**src/tkre_pkg.sv**
```systemverilog
// ----------------------------------------------------------------------------
// tkre_pkg
// Shared types, constants and helpers of the trimap known-region expansion
// block: pixel layout, configuration bundle, sequencer states, probe codes.
// ----------------------------------------------------------------------------
package tkre_pkg;

  // Default sizes of the pixel store and the search
  localparam int DEF_MAX_WIDTH  = 256;
  localparam int DEF_MAX_HEIGHT = 256;
  localparam int DEF_MAX_RADIUS = 15;

  // Field widths
  localparam int CH_W      = 8;   // one colour or trimap sample
  localparam int COORD_IN_W = 8;  // row / col of an item
  localparam int SIZE_W    = 9;   // image size registers
  // Neighbour coordinates stay below the clamped size (at most 511) and
  // below 255 plus the largest radius, so nine bits hold them.
  localparam int COORD_W   = 9;
  localparam int RADREG_W  = 4;
  localparam int CDIST_W   = 18;  // squared RGB distance, 3 * 255^2 fits
  localparam int CFG_IDX_W = 2;
  localparam int CFG_W     = 18;

  // Trimap codes
  localparam logic [CH_W-1:0] TRI_BG = 8'd0;
  localparam logic [CH_W-1:0] TRI_FG = 8'd255;

  // Register reset values
  localparam logic [RADREG_W-1:0] RST_SEARCH_RADIUS = 4'd10;
  localparam logic [CDIST_W-1:0]  RST_COLOR_THRESH  = 18'd25;
  localparam logic [SIZE_W-1:0]   RST_IMAGE_WIDTH   = 9'd256;
  localparam logic [SIZE_W-1:0]   RST_IMAGE_HEIGHT  = 9'd256;

  typedef enum logic [CFG_IDX_W-1:0] {
    REG_SEARCH_RADIUS = 2'd0,
    REG_COLOR_THRESH  = 2'd1,
    REG_IMAGE_WIDTH   = 2'd2,
    REG_IMAGE_HEIGHT  = 2'd3
  } cfg_reg_t;

  typedef enum logic {
    ACT_LOAD  = 1'b0,
    ACT_QUERY = 1'b1
  } action_t;

  // One store entry, blue in the lowest byte
  typedef struct packed {
    logic [CH_W-1:0] trimap;
    logic [CH_W-1:0] red;
    logic [CH_W-1:0] green;
    logic [CH_W-1:0] blue;
  } pixel_t;

  typedef struct packed {
    action_t               action;
    logic [COORD_IN_W-1:0] row;
    logic [COORD_IN_W-1:0] col;
    pixel_t                pix;
  } in_item_t;

  typedef struct packed {
    logic [CH_W-1:0] label;
    logic            still_unknown;
    logic            bad_coordinate;
  } result_t;

  typedef struct packed {
    logic [RADREG_W-1:0] radius;
    logic [CDIST_W-1:0]  threshold;
    logic [SIZE_W-1:0]   width;
    logic [SIZE_W-1:0]   height;
  } cfg_t;

  typedef enum logic [1:0] {
    PR_UNKNOWN,
    PR_FAR,
    PR_MISS,
    PR_MATCH
  } probe_res_t;

  typedef enum logic [1:0] {
    SIDE_LEFT,
    SIDE_RIGHT,
    SIDE_TOP,
    SIDE_BOT
  } probe_side_t;

  typedef enum logic [2:0] {
    ST_IDLE,
    ST_SELF,
    ST_RING,
    ST_ISSUE,
    ST_EVAL,
    ST_RESULT
  } search_state_t;

  function automatic logic is_known(input logic [CH_W-1:0] t);
    return (t == TRI_BG) || (t == TRI_FG);
  endfunction

endpackage

```
**src/tkre_probe_eval.sv**
```systemverilog
// ----------------------------------------------------------------------------
// tkre_probe_eval
// Classifies one neighbour read from the store: unknown, beyond the radius,
// known without colour match, or match.
// ----------------------------------------------------------------------------
module tkre_probe_eval (
  input  tkre_pkg::pixel_t                  self_pix,
  input  tkre_pkg::pixel_t                  nb_pix,
  input  logic                              dist_ok,
  input  logic [tkre_pkg::CDIST_W-1:0]      threshold,
  output tkre_pkg::probe_res_t              result
);

  logic [2*tkre_pkg::CH_W-1:0] sq_b, sq_g, sq_r;
  logic [tkre_pkg::CDIST_W-1:0] cdist;

  function automatic logic [2*tkre_pkg::CH_W-1:0] sq_diff(
    input logic [tkre_pkg::CH_W-1:0] a,
    input logic [tkre_pkg::CH_W-1:0] b
  );
    logic [tkre_pkg::CH_W-1:0] d;
    d = (a >= b) ? a - b : b - a;
    return d * d;
  endfunction

  always_comb begin
    sq_b  = sq_diff(self_pix.blue, nb_pix.blue);
    sq_g  = sq_diff(self_pix.green, nb_pix.green);
    sq_r  = sq_diff(self_pix.red, nb_pix.red);
    cdist = tkre_pkg::CDIST_W'(sq_b) + tkre_pkg::CDIST_W'(sq_g)
          + tkre_pkg::CDIST_W'(sq_r);
    if (!tkre_pkg::is_known(nb_pix.trimap)) begin
      result = tkre_pkg::PR_UNKNOWN;
    end else if (!dist_ok) begin
      result = tkre_pkg::PR_FAR;
    end else if (cdist <= threshold) begin
      result = tkre_pkg::PR_MATCH;
    end else begin
      result = tkre_pkg::PR_MISS;
    end
  end

endmodule

```
**src/tkre_search.sv**
```systemverilog
// ----------------------------------------------------------------------------
// tkre_search
// Item sequencer: writes loads into the store, reads the queried pixel and
// walks the rings of an unknown pixel, one store read per neighbour.
// ----------------------------------------------------------------------------
module tkre_search #(
  parameter int MAX_WIDTH  = tkre_pkg::DEF_MAX_WIDTH,
  parameter int MAX_HEIGHT = tkre_pkg::DEF_MAX_HEIGHT,
  parameter int MAX_RADIUS = tkre_pkg::DEF_MAX_RADIUS,
  localparam int AW = $clog2(MAX_WIDTH * MAX_HEIGHT)
) (
  input  logic               clk,
  input  logic               rst,
  input  tkre_pkg::cfg_t     cfg,
  input  logic               in_valid,
  output logic               in_ready,
  input  tkre_pkg::in_item_t in_item,
  output logic               res_valid,
  input  logic               res_ready,
  output tkre_pkg::result_t  res,
  output logic               mem_we,
  output logic               mem_re,
  output logic [AW-1:0]      mem_addr,
  output tkre_pkg::pixel_t   mem_wdata,
  input  tkre_pkg::pixel_t   mem_rdata
);

  localparam int RW = $clog2(MAX_RADIUS + 1);
  localparam int CW = tkre_pkg::COORD_W;

  tkre_pkg::search_state_t state, state_next;
  tkre_pkg::probe_side_t   side, side_next;
  tkre_pkg::pixel_t        self_q, self_next;
  tkre_pkg::result_t       res_q, res_next;
  tkre_pkg::probe_res_t    pres;

  logic [tkre_pkg::COORD_IN_W-1:0] row_q, row_next, col_q, col_next;
  logic [RW-1:0] k, k_next;
  logic [CW-1:0] l, l_next, k1, k1_next, k2, k2_next, l1, l1_next, l2, l2_next;
  logic          dist_ok, dist_ok_next;

  logic [tkre_pkg::SIZE_W-1:0] w_use, h_use;
  logic [RW-1:0]               rad;
  logic                        in_bad;
  logic [CW-1:0]               pr, pc, addr_r, addr_c, row_w, col_w, k_w, rsum, csum;
  logic [CW-1:0]               dr_full, dc_full;
  logic [RW-1:0]               dr_a, dc_a;
  logic [2*RW-1:0]             sq_r, sq_c, rad2;
  logic [2*RW:0]               d2;
  logic                        scan1_adv, scan2_adv;

  // Effective sizes and radius
  always_comb begin
    w_use  = (32'(cfg.width) > MAX_WIDTH) ? tkre_pkg::SIZE_W'(MAX_WIDTH) : cfg.width;
    h_use  = (32'(cfg.height) > MAX_HEIGHT) ? tkre_pkg::SIZE_W'(MAX_HEIGHT) : cfg.height;
    rad    = (32'(cfg.radius) > MAX_RADIUS) ? RW'(MAX_RADIUS) : RW'(cfg.radius);
    in_bad = (CW'(in_item.row) >= h_use) || (CW'(in_item.col) >= w_use);
  end

  // Neighbour coordinate and its distance to the queried pixel
  always_comb begin
    case (side)
      tkre_pkg::SIDE_LEFT:  begin pr = l;  pc = l1; end
      tkre_pkg::SIDE_RIGHT: begin pr = l;  pc = l2; end
      tkre_pkg::SIDE_TOP:   begin pr = k1; pc = l;  end
      tkre_pkg::SIDE_BOT:   begin pr = k2; pc = l;  end
      default:              begin pr = l;  pc = l1; end
    endcase
    row_w   = CW'(row_q);
    col_w   = CW'(col_q);
    k_w     = CW'(k);
    dr_full = (pr >= row_w) ? pr - row_w : row_w - pr;
    dc_full = (pc >= col_w) ? pc - col_w : col_w - pc;
    // Every probe lies within the current ring, so offsets fit the radius
    dr_a    = RW'(dr_full);
    dc_a    = RW'(dc_full);
    sq_r    = dr_a * dr_a;
    sq_c    = dc_a * dc_a;
    rad2    = rad * rad;
    d2      = {1'b0, sq_r} + {1'b0, sq_c};
    rsum    = row_w + k_w;
    csum    = col_w + k_w;
  end

  assign mem_addr  = AW'(32'(addr_r) * MAX_WIDTH + 32'(addr_c));
  assign mem_wdata = in_item.pix;
  assign res       = res_q;

  tkre_probe_eval u_eval (
    .self_pix  (self_q),
    .nb_pix    (mem_rdata),
    .dist_ok   (dist_ok),
    .threshold (cfg.threshold),
    .result    (pres)
  );

  always_comb begin
    state_next   = state;
    side_next    = side;
    self_next    = self_q;
    res_next     = res_q;
    row_next     = row_q;
    col_next     = col_q;
    k_next       = k;
    l_next       = l;
    k1_next      = k1;
    k2_next      = k2;
    l1_next      = l1;
    l2_next      = l2;
    dist_ok_next = dist_ok;
    in_ready     = 1'b0;
    res_valid    = 1'b0;
    mem_we       = 1'b0;
    mem_re       = 1'b0;
    addr_r       = CW'(in_item.row);
    addr_c       = CW'(in_item.col);
    scan1_adv    = 1'b0;
    scan2_adv    = 1'b0;

    case (state)
      tkre_pkg::ST_IDLE: begin
        in_ready = 1'b1;
        if (in_valid) begin
          row_next = in_item.row;
          col_next = in_item.col;
          if (in_bad) begin
            res_next.label          = '0;
            res_next.still_unknown  = 1'b0;
            res_next.bad_coordinate = 1'b1;
            state_next              = tkre_pkg::ST_RESULT;
          end else if (in_item.action == tkre_pkg::ACT_LOAD) begin
            mem_we = 1'b1;
          end else begin
            mem_re     = 1'b1;
            state_next = tkre_pkg::ST_SELF;
          end
        end
      end

      tkre_pkg::ST_SELF: begin
        self_next               = mem_rdata;
        res_next.label          = mem_rdata.trimap;
        res_next.bad_coordinate = 1'b0;
        // still_unknown doubles as the not-found flag during the search
        res_next.still_unknown  = !tkre_pkg::is_known(mem_rdata.trimap);
        k_next                  = '0;
        state_next = tkre_pkg::is_known(mem_rdata.trimap) ? tkre_pkg::ST_RESULT
                                                          : tkre_pkg::ST_RING;
      end

      tkre_pkg::ST_RING: begin
        k1_next    = (row_w >= k_w) ? row_w - k_w : '0;
        k2_next    = (rsum > h_use - 1'b1) ? h_use - 1'b1 : rsum;
        l1_next    = (col_w >= k_w) ? col_w - k_w : '0;
        l2_next    = (csum > w_use - 1'b1) ? w_use - 1'b1 : csum;
        l_next     = (row_w >= k_w) ? row_w - k_w : '0;
        side_next  = tkre_pkg::SIDE_LEFT;
        state_next = tkre_pkg::ST_ISSUE;
      end

      tkre_pkg::ST_ISSUE: begin
        mem_re       = 1'b1;
        addr_r       = pr;
        addr_c       = pc;
        dist_ok_next = (d2 <= {1'b0, rad2});
        state_next   = tkre_pkg::ST_EVAL;
      end

      tkre_pkg::ST_EVAL: begin
        case (side)
          tkre_pkg::SIDE_LEFT: begin
            if (pres == tkre_pkg::PR_MATCH) begin
              res_next.label         = mem_rdata.trimap;
              res_next.still_unknown = 1'b0;
              state_next             = tkre_pkg::ST_RESULT;
            end else if (pres == tkre_pkg::PR_FAR) begin
              scan1_adv = 1'b1;   // skip the right column of this row
            end else begin
              side_next  = tkre_pkg::SIDE_RIGHT;
              state_next = tkre_pkg::ST_ISSUE;
            end
          end
          tkre_pkg::SIDE_RIGHT: begin
            if (pres == tkre_pkg::PR_MATCH) begin
              res_next.label         = mem_rdata.trimap;
              res_next.still_unknown = 1'b0;
              state_next             = tkre_pkg::ST_RESULT;
            end else begin
              scan1_adv = 1'b1;
            end
          end
          tkre_pkg::SIDE_TOP: begin
            if (pres == tkre_pkg::PR_FAR) begin
              scan2_adv = 1'b1;   // skip the bottom row of this column
            end else begin
              if (pres == tkre_pkg::PR_MATCH) begin
                res_next.label         = mem_rdata.trimap;
                res_next.still_unknown = 1'b0;
              end
              side_next  = tkre_pkg::SIDE_BOT;
              state_next = tkre_pkg::ST_ISSUE;
            end
          end
          tkre_pkg::SIDE_BOT: begin
            // A bottom match overrides a top match in the same column
            if (pres == tkre_pkg::PR_MATCH) begin
              res_next.label         = mem_rdata.trimap;
              res_next.still_unknown = 1'b0;
              state_next             = tkre_pkg::ST_RESULT;
            end else if (!res_q.still_unknown) begin
              state_next = tkre_pkg::ST_RESULT;
            end else begin
              scan2_adv = 1'b1;
            end
          end
          default: begin
            state_next = tkre_pkg::ST_RESULT;
          end
        endcase

        if (scan1_adv) begin
          state_next = tkre_pkg::ST_ISSUE;
          if (l == k2) begin
            l_next    = l1;
            side_next = tkre_pkg::SIDE_TOP;
          end else begin
            l_next    = l + 1'b1;
            side_next = tkre_pkg::SIDE_LEFT;
          end
        end

        if (scan2_adv) begin
          if (l == l2) begin
            if (k == rad) begin
              state_next = tkre_pkg::ST_RESULT;
            end else begin
              k_next     = k + 1'b1;
              state_next = tkre_pkg::ST_RING;
            end
          end else begin
            l_next     = l + 1'b1;
            side_next  = tkre_pkg::SIDE_TOP;
            state_next = tkre_pkg::ST_ISSUE;
          end
        end
      end

      tkre_pkg::ST_RESULT: begin
        res_valid = 1'b1;
        if (res_ready) begin
          state_next = tkre_pkg::ST_IDLE;
        end
      end

      default: begin
        state_next = tkre_pkg::ST_IDLE;
      end
    endcase
  end

  always_ff @(posedge clk) begin
    if (rst) begin
      state <= tkre_pkg::ST_IDLE;
    end else begin
      state <= state_next;
    end
  end

  always_ff @(posedge clk) begin
    side    <= side_next;
    self_q  <= self_next;
    res_q   <= res_next;
    row_q   <= row_next;
    col_q   <= col_next;
    k       <= k_next;
    l       <= l_next;
    k1      <= k1_next;
    k2      <= k2_next;
    l1      <= l1_next;
    l2      <= l2_next;
    dist_ok <= dist_ok_next;
  end

endmodule

```
**config.mk**
```make
export PLATFORM = sky130hd
export DESIGN_NAME = tkre_search
export DESIGN_NICKNAME = d
export VERILOG_FILES = /design/src/tkre_pkg.sv /design/src/tkre_probe_eval.sv /design/src/tkre_search.sv
export SDC_FILE = /design/constraint.sdc
export NUM_CORES = 1
export LEC_CHECK = 0
export BUFFER_PORTS_ARGS = -buffer_cell sky130_fd_sc_hd__buf_2
export CORE_ASPECT_RATIO = 1.2
export CORE_UTILIZATION = 60
export DETAILED_ROUTE_END_ITERATION = 8
export PLACE_DENSITY = 0.81
export SLEW_MARGIN = 20
export SYNTH_ARGS = -nofsm -noshare
export SYNTH_HDL_FRONTEND = slang
export SYNTH_SLANG_ARGS = --single-unit
```
**constraint.sdc**
```tcl
create_clock -name clk -period 19.3 [get_ports clk]
set_input_delay 2.895 -clock clk [delete_from_list [all_inputs] [get_ports clk]]
set_output_delay 2.895 -clock clk [all_outputs]
set_load 0.01 [all_outputs]
```
Word level (Yosys, flattened, before mapping)
Cells that the tools add are included.
{"block": "classes", "n_mux": 77, "multipliers": 6, "add_sub_neg": 22, "order_cmp": 15, "n_eq_ne": 24, "n_reduce_logical": 18}
{"operator": "two-way mux 9 bit", "count": 12}
{"operator": "one-hot mux 9 bit (3 select lines)", "count": 3}
{"operator": "multiplier 8 x 8 -> 16 bit", "count": 3}
{"operator": "subtractor 8 bit", "count": 6}
{"operator": "two-way mux 3 bit", "count": 14}
{"operator": "one-hot mux 9 bit (2 select lines)", "count": 2}
{"operator": "two-way mux 8 bit", "count": 4}
{"operator": "greater-or-equal comparator 8 bit", "count": 3}
{"operator": "multiplier 4 x 4 -> 8 bit", "count": 3}
{"operator": "two-way mux 10 bit", "count": 2}
{"operator": "two-way mux 4 bit", "count": 5}
{"operator": "adder 18 x 16 -> 18 bit", "count": 1}
{"operator": "adder 8 x 4 -> 9 bit", "count": 2}
{"operator": "equality test 9 bit", "count": 2}
{"operator": "greater-or-equal comparator 8 x 9 -> 1 bit", "count": 2}
{"operator": "greater-or-equal comparator 9 x 8 -> 1 bit", "count": 2}
{"operator": "greater-than comparator 9 bit", "count": 2}
{"operator": "greater-than comparator 9 bit (second input constant)", "count": 2}
{"operator": "<= comparator 18 bit", "count": 1}
{"operator": "two-way mux 2 bit", "count": 9}
{"operator": "one-hot mux 3 bit (6 select lines)", "count": 1}
{"operator": "subtractor 8 x 4 -> 9 bit", "count": 2}
{"operator": "subtractor 9 x 1 -> 9 bit (second input constant)", "count": 2}
{"operator": "adder 16 x 16 -> 17 bit", "count": 1}
{"operator": "37 further kinds", "count": 76}
{"block": "totals", "wordCells": 179, "out_inout_bits": 62, "reg_bits": 105, "inputBits": 125}

Logic depth before layout (Yosys ltp)
{"block": "depth", "word_depth": 18, "ltp_mapped": 57, "ltp_nobuf": 53}

By module
Synthesis repeated with hierarchy kept, for this count alone.
{"block": "hier_totals", "cells_unflattened": 1970, "hier_area_um2": 17855.9}
{"mod": "tkre_search", "instances": 1, "area_each_um2": 9601.7, "cells_each": 993, "seq_area_each_um2": 3363.2}
{"mod": "tkre_probe_eval", "instances": 1, "area_each_um2": 8254.2, "cells_each": 977, "seq_area_each_um2": 0.0}

Worst setup path before layout
No wires, ideal clock.
{"block": "synth_path", "kind": "input to register", "from": "input mem_rdata[8] (netlist name)", "to": "register l[7] (data pin)", "n_path_buf": 2, "required_ps": 19033, "t_arrival_ps": 14561, "path_stages": 50, "setup_slack_ps": 4472, "path_cell_list": "ha_1 inv_1 fa_1 a21o_1 a2111oi_2 o41a_1 mux2_4 a221oi_2 xor2_1 nor2_1 fa_1 inv_1 fa_1 inv_1 fa_1 inv_1 fa_1 fa_1 [... 14 more ...] o21ai_0 a41oi_1 a21oi_1 a21o_1 a21oi_1 xnor2_1 ha_1 and4_1 nand2_1 nor3_1 a211o_1 and4_1 clkbuf_1 nor2_1 clkbuf_1 o211ai_1 a21oi_1 o31ai_1"}
{"block": "synth_between", "elab_chain_len": 18}
{"element": "start: declaration", "line": "tkre_search.sv:25", "rtl": "input tkre_pkg::pixel_t mem_rdata"}
{"element": "subtractor 8 bit / greater-or-equal comparator 8 bit (equally long branches)", "line": "tkre_probe_eval.sv:22", "rtl": "d = (a >= b) ? a - b : b - a;"}
{"element": "two-way mux 8 bit *", "line": "tkre_probe_eval.sv:22"}
{"element": "multiplier 8 x 8 -> 16 bit *", "line": "tkre_probe_eval.sv:23", "rtl": "return d * d;"}
{"element": "adder 16 x 16 -> 17 bit *", "line": "tkre_probe_eval.sv:30", "rtl": "cdist = tkre_pkg::CDIST_W'(sq_b) + tkre_pkg::CDIST_W'(sq_g)"}
{"element": "adder 18 x 16 -> 18 bit *", "line": "tkre_probe_eval.sv:31", "rtl": "+ tkre_pkg::CDIST_W'(sq_r);"}
{"element": "<= comparator 18 bit *", "line": "tkre_probe_eval.sv:36", "rtl": "end else if (cdist <= threshold) begin"}
{"element": "two-way mux 1 bit *", "line": "tkre_probe_eval.sv:36"}
{"element": "two-way mux 2 bit *", "line": "tkre_probe_eval.sv:34", "rtl": "end else if (!dist_ok) begin"}
{"element": "[... 3 more ...]"}
{"element": "two-way mux 1 bit", "line": "tkre_search.sv:172", "rtl": "if (pres == tkre_pkg::PR_MATCH) begin"}
{"element": "one-hot mux 1 bit (2 select lines)", "line": "tkre_search.sv:170", "rtl": "case (side)"}
{"element": "two-way mux 1 bit", "line": "tkre_search.sv:120", "rtl": "case (state)"}
{"element": "two-way mux 9 bit", "line": "tkre_search.sv:221", "rtl": "if (scan1_adv) begin"}
{"element": "two-way mux 9 bit", "line": "tkre_search.sv:233", "rtl": "if (l == l2) begin"}
{"element": "two-way mux 9 bit *", "line": "tkre_search.sv:232", "rtl": "if (scan2_adv) begin"}
{"element": "one-hot mux 9 bit (2 select lines) *", "line": "tkre_search.sv:120"}
{"element": "net l_next[7]", "line": "tkre_search.sv:39", "rtl": "logic [CW-1:0] l, l_next, k1, k1_next, k2, k2_next, l1, l1_next, l2, l2_next;"}
{"element": "end signal: assignment", "line": "tkre_search.sv:276", "rtl": "l <= l_next;"}
{"element": "end: declaration", "line": "tkre_search.sv:39"}
Mark *: on every way through the listed nets, which the timed path passes. The rest lies on a longest branch. The select of a mux whose other input is x is not followed.
A chain may end at the register's enable or synchronous reset.

Final worst setup path
{"block": "layout_path", "from": "input mem_rdata[8] (netlist name)", "to": "register l[5] (data pin)"}
The elaborated chain is that of the path after synthesis.

==> run summary <==
The final wirelength came out at 38160 µm. The violation count after the first detailed-routing iteration came out at 691. The count of input and output buffers is 122. TritonCTS built the clock tree.

Clock tree synthesis selected as its root buffer the cell clkbuf_16. The layout cell share with drive strength beyond 1 came out at 0.09245. The flow ran to the end, and the final reports show no timing, DRC or antenna violations.

The reported max-cap violation count is 0. The die outline area came out at 29400 µm². The width of the die is 156.7 µm.

The longest clock path from root to sink contains 2 buffers. The total routing resource utilization after global routing came out at 0.2714. The startpoint identified for the worst hold timing path is col_q[7]. The worst-case hold slack is 648.2 ps. The count of final max-slew check failures was 0. The area overhead of the layout relative to synthesis came out at 5.911%. The clock transition at the register clock pins on the worst setup and hold paths after CTS is 80 ps. The first global-routing pass estimated 63500 µm of wire. The worst setup path is captured at a flip-flop. By startpoint and endpoint, the worst setup path is classified as input pin to flip-flop. The post-CTS setup-driven buffer insertion count is 0.

Detailed placement finished with a half-perimeter wire length of 32490 µm. The final count of hold timing violations is 0. The H-tree depth came out at 3. Data arrives at the worst endpoint at 16160 ps. The final cycle utilization of the critical path is 0.8307.

The slowest stage of the critical path belongs to the cell o41a_1. The vertical die dimension is 187.6 µm. The I/O pin count is 187.

The average cell area after synthesis came out at 8.924 µm². After detailed routing, the average wire length per cell comes to 16.03 µm. The maximum frequency from static timing analysis is 62.37 MHz. The initial core utilization is 0.6136. The quantity of hold-fixing buffers added after cts is 0. The count of unique library cells instantiated by Yosys came out at 78. The final-report setup violation count came out at 0. Entering global routing, the biggest net connects 38 pins. At the later pin of the worst-skew pair, clock insertion delay measures 380 ps. The initial antenna violation count is 0. In this run the worst setup path begins at mem_rdata[8]. The worst setup path is launched from an input pin.

The routed via count is 13490. The total number of placement rows is 67. In this run the critical register-to-register path is launched from self_q[8]. The CTS sink count is 105. Across the routed clock network, the largest skew measured is 21.08 ps. The setup TNS after final layout came out at 0 ps. The required time reported for the critical path endpoint came out at 19420 ps. Post-CTS repair changed the size of 0 cells. For this run, the register share of the synthesized area comes to 0.1812. The maximum cell stage delay along the critical path came out at 610 ps. The warning count from the yosys run came out at 0. The count of TritonRoute iterations in the first routing pass is 5. The number of clock buffers inserted by TritonCTS came out at 9. The mapped cell area came out at 17230 µm².

Using the TritonRoute via totals, the vias-per-cell ratio works out to 5.667. Headroom to the max-slew limit came out at 0.2535. Setup repair after global routing left no endpoint under its margin. The number of enable flip-flop cells after synthesis is 102. The number of global-route vias before repair came out at 13710.

The synthesized net count is 2464. The worst path in the final design needs a cycle of 16030 ps, including I/O delays and setup. The total of flip-flops plus latches after synthesis is 105.

The final RePlAce weighted congestion is 0.9417. The remaining antenna violation count after routing came out at 0. The kind of path behind the tightest hold check is flip-flop to flip-flop. After floorplanning, the core was sized to cover 28080 µm². The number of antenna repair diodes is 0. For this run, asynchronously set or reset flops after synthesis account for 0. The pin slew with the least headroom to its limit is 1110 ps.

The most used flip-flop cell after synthesis is edfxtp_1. Of all nets on the critical path, the largest fanout is 12. In the routed design, unresolved DRC markers number 0. The post-layout net count came out at 2529. The cell that appears most often on the critical path is fa_1. The synthesized netlist cell count is 1931. For this run the aggregate overflow at the end of global routing stands at 0.
sequential cells by signal, summed over array words and instances, names as in the netlist, 9 cells and up:
register,flops
l2,9
self_q,24
k1,9
l,9
res,10
k2,9
l1,9
kinds of logic (layout without fill, tap and decap cells):
| kind of cell | count (synthesis) | after routing | share of synthesized area |
|---|---|---|---|
| adder cells (fa/ha/maj) | 408 | 408 | 0.3586 |
| multiplexers | 61 | 61 | 0.03638 |
| XOR/XNOR | 126 | 126 | 0.06491 |
| AO/OA/AOI/OAI | 335 | 335 | 0.1258 |
| AND/OR/NAND/NOR | 474 | 474 | 0.1337 |
| flip-flops | 105 | 105 | 0.1812 |
| buffers and inverters | 422 | 492 | 0.09940 |
final timing paths:
check               end  slack, ps  depth (start not counted)
setup / recovery   l[5]       3270                         49
hold / removal    l1[8]        650                          1
setup reg to reg   l[5]       5440                         49
hold reg to reg   l1[8]        650                          1
cell usage in the layout (no fill, tap or decap), drive strengths merged, types with 7 or more instances in the layout:
cell / Yosys / final
a31oi: 7 / 7
o21ai: 71 / 71
o21bai: 14 / 14
nand3: 25 / 25
nor4: 9 / 9
o21a: 13 / 13
inv: 346 / 349
nor2b: 30 / 30
o211ai: 8 / 8
or3: 8 / 8
a21o: 33 / 33
buf: 39 / 129
xnor2: 82 / 82
o31ai: 14 / 14
nor2: 166 / 166
and2: 19 / 19
a211oi: 12 / 12
nand2: 94 / 94
nand2b: 32 / 32
clkbuf: 36 / 10
mux2: 10 / 10
nor3: 26 / 26
or2: 20 / 20
xor2: 44 / 44
a21oi: 107 / 107
fa: 143 / 143
ha: 265 / 265
edfxtp: 102 / 102
nand4: 14 / 14
mux2i: 51 / 51
Yosys cell counts, types with 26 or more instances:
master    instances  area (µm²)
xnor2_1          81       709.4
xor2_1           43       376.6
buf_4            33       247.7
edfxtp_1        102        3063
nor2_1          166       623.1
nand2b_1         32       200.2
inv_1           345        1295
a21oi_1         105       525.5
ha_1            265        3316
clkbuf_1         36       135.1
a21o_1           33       247.7
o21ai_0          63       315.3
nor3_1           26       130.1
nor2b_1          30       187.7
fa_1            143        2863
mux2i_1          51       510.5
nand2_1          94       352.8
critical path: cells and delay by family:
kind	cells	cell delay, ps
fa+ha+maj	15	6480
simple gates	6	1440
buf+inv	10	610
mux	1	370
compound gates	14	3540
xor+xnor	3	810
layout make-up:
cell class	instances	area [µm²]
clock buffers	10	229.0
clock inverters	6	57.56
fillers	2331	9833
inverters	347	1303
multi-input cells	1404	12400
flip-flops and latches	105	3123
well taps	379	474.2
repair buffers	129	663.1
through the flow:
| step | std cells | worst slack, ps | area [µm²] | utilization |
|---|---|---|---|---|
| 6_report | 2380 | 3268 | 18250 | 0.6499 |
| 5_1_grt | 2380 | 2463 | 18250 | 0.6499 |
| 3_3_place_gp | 2364 | 3129 | 17960 | 0.6397 |
| 3_5_place_dp | 2364 | 2903 | 17960 | 0.6397 |
| 2_1_floorplan | 1931 | 4472 | 17230 | - |
| 4_1_cts | 2380 | 3279 | 18250 | 0.6499 |
per-layer routing:
metal | vias up | track usage | wire, µm
li1 | 6548 | - | -
met2 | 350 | 0.4966 | 20070
met4 | 0 | 0.1414 | 1953
met5 | - | 0 | 0
met3 | 111 | 0.03490 | 1455
met1 | 6478 | 0.3029 | 14680
Power is left out: the tool's default activity adds up to more than one toggle a clock period on the data nets, which glitch-free logic cannot reach.
